`src/design/dbpc_pkg.sv`:
```
// dbpc_pkg: widths, action codes, register indexes and the command and status
// structs shared by the dbscan point clustering controller, datapath and top level
// no dependencies
package dbpc_pkg;

  localparam int MAX_POINTS = 4096;
  localparam int ADDR_W     = 12;
  localparam int CNT_W      = 13;
  localparam int COORD_W    = 20;
  localparam int RAD_W      = 16;
  localparam int LABEL_W    = 13;
  localparam int SQ_W       = 32;
  localparam int SUM_W      = 34;
  localparam int CFG_IDX_W  = 1;
  localparam int IN_DATA_W  = 80;
  localparam int OUT_DATA_W = 32;

  localparam logic [LABEL_W-1:0] LABEL_MAX = 13'd8191;

  localparam logic [1:0] ACT_LOAD = 2'd0;
  localparam logic [1:0] ACT_RUN  = 2'd1;
  localparam logic [1:0] ACT_READ = 2'd2;

  localparam logic [CFG_IDX_W-1:0] REG_RADIUS        = 1'b0;
  localparam logic [CFG_IDX_W-1:0] REG_MIN_NEIGHBORS = 1'b1;

  typedef struct packed {
    logic do_load;
    logic do_read;
    logic read_out;
    logic run_init;
    logic clr_step;
    logic outer_rd;
    logic ref_latch;
    logic next_i;
    logic scan_start;
    logic scan_expand;
    logic seed_cluster;
    logic pop;
    logic p_rd;
    logic run_out;
  } dbpc_cmd_t;

  typedef struct packed {
    logic clr_done;
    logic i_done;
    logic lab_nz;
    logic scan_busy;
    logic core;
    logic queue_empty;
    logic p_is_i;
    logic out_free;
  } dbpc_status_t;

endpackage

```
`src/design/dbpc_ctrl.sv`:
```
// dbpc_ctrl: state machine that sequences load, read and the dbscan run
// depends on dbpc_pkg; drives commands into dbpc_datapath
module dbpc_ctrl import dbpc_pkg::*; (
  input  logic         clk,
  input  logic         rst,
  input  logic         s_tvalid,
  output logic         s_tready,
  input  logic [1:0]   action,
  input  dbpc_status_t status,
  output dbpc_cmd_t    cmd
);

  typedef enum logic [14:0] {
    S_IDLE       = 15'h0001,
    S_RD_WAIT    = 15'h0002,
    S_CLR        = 15'h0004,
    S_OUTER      = 15'h0008,
    S_OUT_CHK    = 15'h0010,
    S_CORE_GO    = 15'h0020,
    S_CORE_WAIT  = 15'h0040,
    S_POP        = 15'h0080,
    S_P_RD       = 15'h0100,
    S_REF        = 15'h0200,
    S_CORE2_GO   = 15'h0400,
    S_CORE2_WAIT = 15'h0800,
    S_EXP_GO     = 15'h1000,
    S_EXP_WAIT   = 15'h2000,
    S_FINISH     = 15'h4000
  } state_t;

  state_t state, state_next;

  always_ff @(posedge clk) begin
    if (rst) begin
      state <= S_IDLE;
    end else begin
      state <= state_next;
    end
  end

  always_comb begin
    state_next = state;
    cmd        = '0;
    s_tready   = 1'b0;
    case (state)
      S_IDLE: begin
        s_tready = status.out_free;
        if (s_tvalid && status.out_free) begin
          case (action)
            ACT_LOAD: cmd.do_load = 1'b1;
            ACT_READ: begin
              cmd.do_read = 1'b1;
              state_next  = S_RD_WAIT;
            end
            ACT_RUN: begin
              cmd.run_init = 1'b1;
              state_next   = S_CLR;
            end
            default: ;
          endcase
        end
      end
      S_RD_WAIT: begin
        cmd.read_out = 1'b1;
        state_next   = S_IDLE;
      end
      S_CLR: begin
        if (status.clr_done) begin
          state_next = S_OUTER;
        end else begin
          cmd.clr_step = 1'b1;
        end
      end
      S_OUTER: begin
        if (status.i_done) begin
          state_next = S_FINISH;
        end else begin
          cmd.outer_rd = 1'b1;
          state_next   = S_OUT_CHK;
        end
      end
      S_OUT_CHK: begin
        if (status.lab_nz) begin
          cmd.next_i = 1'b1;
          state_next = S_OUTER;
        end else begin
          cmd.ref_latch = 1'b1;
          state_next    = S_CORE_GO;
        end
      end
      S_CORE_GO: begin
        cmd.scan_start = 1'b1;
        state_next     = S_CORE_WAIT;
      end
      S_CORE_WAIT: begin
        if (!status.scan_busy) begin
          if (status.core) begin
            cmd.seed_cluster = 1'b1;
            state_next       = S_POP;
          end else begin
            cmd.next_i = 1'b1;
            state_next = S_OUTER;
          end
        end
      end
      S_POP: begin
        if (status.queue_empty) begin
          cmd.next_i = 1'b1;
          state_next = S_OUTER;
        end else begin
          cmd.pop    = 1'b1;
          state_next = S_P_RD;
        end
      end
      S_P_RD: begin
        cmd.p_rd   = 1'b1;
        state_next = S_REF;
      end
      S_REF: begin
        cmd.ref_latch = 1'b1;
        state_next    = status.p_is_i ? S_EXP_GO : S_CORE2_GO;
      end
      S_CORE2_GO: begin
        cmd.scan_start = 1'b1;
        state_next     = S_CORE2_WAIT;
      end
      S_CORE2_WAIT: begin
        if (!status.scan_busy) begin
          state_next = status.core ? S_EXP_GO : S_POP;
        end
      end
      S_EXP_GO: begin
        cmd.scan_start  = 1'b1;
        cmd.scan_expand = 1'b1;
        state_next      = S_EXP_WAIT;
      end
      S_EXP_WAIT: begin
        if (!status.scan_busy) begin
          state_next = S_POP;
        end
      end
      S_FINISH: begin
        cmd.run_out = 1'b1;
        state_next  = S_IDLE;
      end
      default: state_next = S_IDLE;
    endcase
  end

endmodule

```
`config.mk`:
```
export PLATFORM = sky130hd
export DESIGN_NAME = dbpc_ctrl
export DESIGN_NICKNAME = d
export VERILOG_FILES = /design/src/design/dbpc_pkg.sv /design/src/design/dbpc_ctrl.sv
export SDC_FILE = /design/constraint.sdc
export NUM_CORES = 1
export LEC_CHECK = 0
export BUFFER_PORTS_ARGS = -buffer_cell sky130_fd_sc_hd__buf_4
export CORE_MARGIN = 10
export CORE_UTILIZATION = 45
export DETAILED_ROUTE_END_ITERATION = 8
export PLACE_DENSITY = 0.81
export SLEW_MARGIN = 20
export SYNTH_ARGS = -nofsm -noshare
export SYNTH_HDL_FRONTEND = slang
export SYNTH_SLANG_ARGS = --single-unit
export TNS_END_PERCENT = 100
```
`constraint.sdc`:
```
create_clock -name clk -period 6.4 [get_ports clk]
set_input_delay 1.28 -clock clk [delete_from_list [all_inputs] [get_ports clk]]
set_output_delay 1.28 -clock clk [all_outputs]
set_load 0.02 [all_outputs]
```
==> flow_metrics.tcl <==
set metrics [dict create \
    final_cell_mix "27 x buf_4, 15 x dfxtp_1, 10 x nand2_1" \
    end_kind "output port" \
    seq_area_um2 300.3 \
    drc 0 \
    skew_ps 3.008 \
    ys_seq_area_share_pct 30.04 \
    slew_headroom_pct 63.43 \
    place_ws_ps 3110 \
    cts_tree "built" \
    num_rows 17 \
    finalNetCount 167 \
    grt_pass1_vias 991 \
    maxCapViolations 0 \
    fin_crit_sh_pct 56.93 \
    rsz0062_at_grt "false" \
    crit_type "flop to output port" \
    avgViaCountPerCell 5.916 \
    die-area_um2 4507 \
    cts-buffers-inserted 3 \
    clock_latency_ps 290 \
    r2r_slack_ps 4190 \
    slew_violations 0 \
    power.total_uw 257.8 \
    ys_ff_latch 15 \
    top_regs "state: 15 flops" \
    antenna_found_initial 0 \
    ant_nets 0 \
    drtIter0Drc 46 \
    grt_max_degree 10 \
    cpLargestDelayFamily "simple AND/OR/NAND/NOR gates" \
    cts-root-buf "clkbuf_4" \
    synth.cell_area_um2 999.7 \
    areaGrowthSynthToFinish_pct 23.03 \
    yosys.area.top_type "dfxtp_1" \
    antenna_cells 0 \
    ys_types 38 \
    fin_area_um2 1230 \
    coreArea_um2 2170 \
    regMostFlops "state" \
    cellPowerDensity_nw_per_um2 209.6 \
    reg2reg_depth 6 \
    grt_first_pass_wirelength_um 4388 \
    layout_commonest_cell "buf_4" \
    cts_buffer_depth 2 \
    setup_viol 0 \
    synth_area_leaders "dfxtp_1 30%, nor3_1 4.5%, nor3b_1 4.5%, nand4b_1 4.4%, ha_1 3.8%" \
    synth_nets 141 \
    grt.total_usage_pct 12.49 \
    max_freq_mhz 274.4 \
    largest_register_ffs 15 \
    cpMaxStageDelayCell "or4_4" \
    fillers 229 \
    start_util_pct 46.08 \
    path_cells "or4_4 > nor3_1 > nand4b_1 > inv_1 > a32oi_1 > o31ai_1 > buf_4" \
    numClockSinks 15 \
    multi_input_area_um2 639.4 \
    num_vias 1053 \
    io_buffers 27 \
    first_pass_iters 4 \
    die_h_um 67.14 \
    dp_hpwl_um 2305 \
    hold_buffers 0 \
    cts-resized-gates 0 \
    postCtsSetupRepairBufs 0 \
    finalHoldViolations 0 \
    place_congestion 0.8551 \
    finalSetupTns_ps 0 \
    cp_max_fo 8 \
    ys.warnings.count 0 \
    synth_cells 125 \
    status "finished clean" \
    wirelength_um 2826 \
    die_x_um 67.14 \
    ir_drop_v 0.0001362 \
    min_path_type "flop to flop" \
    grt_overflow 0 \
    utilization_pct 56.69 \
    avgRoutedWirePerCell_um 15.88 \
    htreeDepth 1 \
    hold_path.startpoint "state[2]" \
    ioPinCount 28 \
    rr_startpoint "state[0]" \
    path_clk_slew_ps 90 \
    cp.buffers_inverters 2 \
    synth_top_area_share_pct 30.04 \
    placed_cell_area_um2 1204 \
    required_ps 5120 \
    worst_pin_slew_ps 543.6 \
    fin_crit_ps 3644 \
    worst_slack_ps 2756 \
    worstPathArrival_ps 2360 \
    timing.hold.ws_ps 556.7 \
    leakagePower_nw 0.4970 \
    fin_cells 178 \
    reg2reg_to "state[3]" \
    postSynthAreaPerCell_um2 7.998 \
    min_to "state[2]" \
    drive_gt1_share_pct 25.33 \
    whs_path_depth 2 \
    slowest_delay_ps 580 \
    setup.worst_path.start_class "flop" \
    dpl.cell_count 174 \
]
cells by family (layout without fill, tap and decap cells):
family                     count (synthesis)  count (layout)  share of synthesized area (%)
buffers and inverters                     13              38                          6.007
xor gates and xnor gates                   4               4                          3.504
AOI/OAI and AO/OA                         20              20                          12.01
adders and majority gates                  3               3                          3.755
DFF                                       15              15                          30.04
and+or+nand+nor                           70              70                          44.68
layer usage:
metal  vias up  GRT usage [%]  part of all wire, %
met5         -              0                    0
met4         0          7.436                  1.7
met3         6          2.975                  5.3
met2        30          23.34                   53
met1       503          12.18                   40
li1        514              -                    -
worst reg2reg max path, delay by kind of cell, from the launching register on:
kind            cells  cell delay [ps]
compound gates      3              540
flops               1              360
simple gates        3             1200
cell usage after synthesis (all sizes together):
master    n
nor4      6
buf       2
nand2    10
o22a      1
xnor2     4
or4       3
nor3b     6
clkbuf    4
and4      1
nor2      8
and4b     3
a31oi     1
inv       7
o31ai     3
nor2b     2
nand4     2
o21ai     6
ha        3
o2111ai   1
or2       1
nor3     11
a32oi     1
nand4b    5
dfxtp    15
a21oi     7
nand3     1
and3      4
or3       3
nor4b     2
nand2b    1
and2      1
worst max-delay path by stage:
stage / from / endpoint / slack [ps] / cells after the start
5_1_grt: state[8] / cmd[10] / 2630 / 6
2_1_floorplan: state[8] / cmd[7] / 3110 / 5
3_5_place_dp: state[8] / cmd[6] / 3110 / 7
3_3_place_gp: state[8] / cmd[13] / 3190 / 6
6_report: state[8] / cmd[6] / 2760 / 7
4_1_cts: state[8] / cmd[6] / 2790 / 7
where the power goes:
group / switching, mW / internal, mW
clock: 0.0299 / 0.0243
sequential: 0.00784 / 0.0985
combinational: 0.0601 / 0.0371
layout make-up:
cell class / count / area share (%)
timing repair buffer: 27 / 16.48
tap: 28 / 2.848
multi-input combinational: 97 / 51.98
sequential: 15 / 24.42
clock buffer: 4 / 2.136
inverter: 7 / 2.136
(Power assumes the default switching activity.)
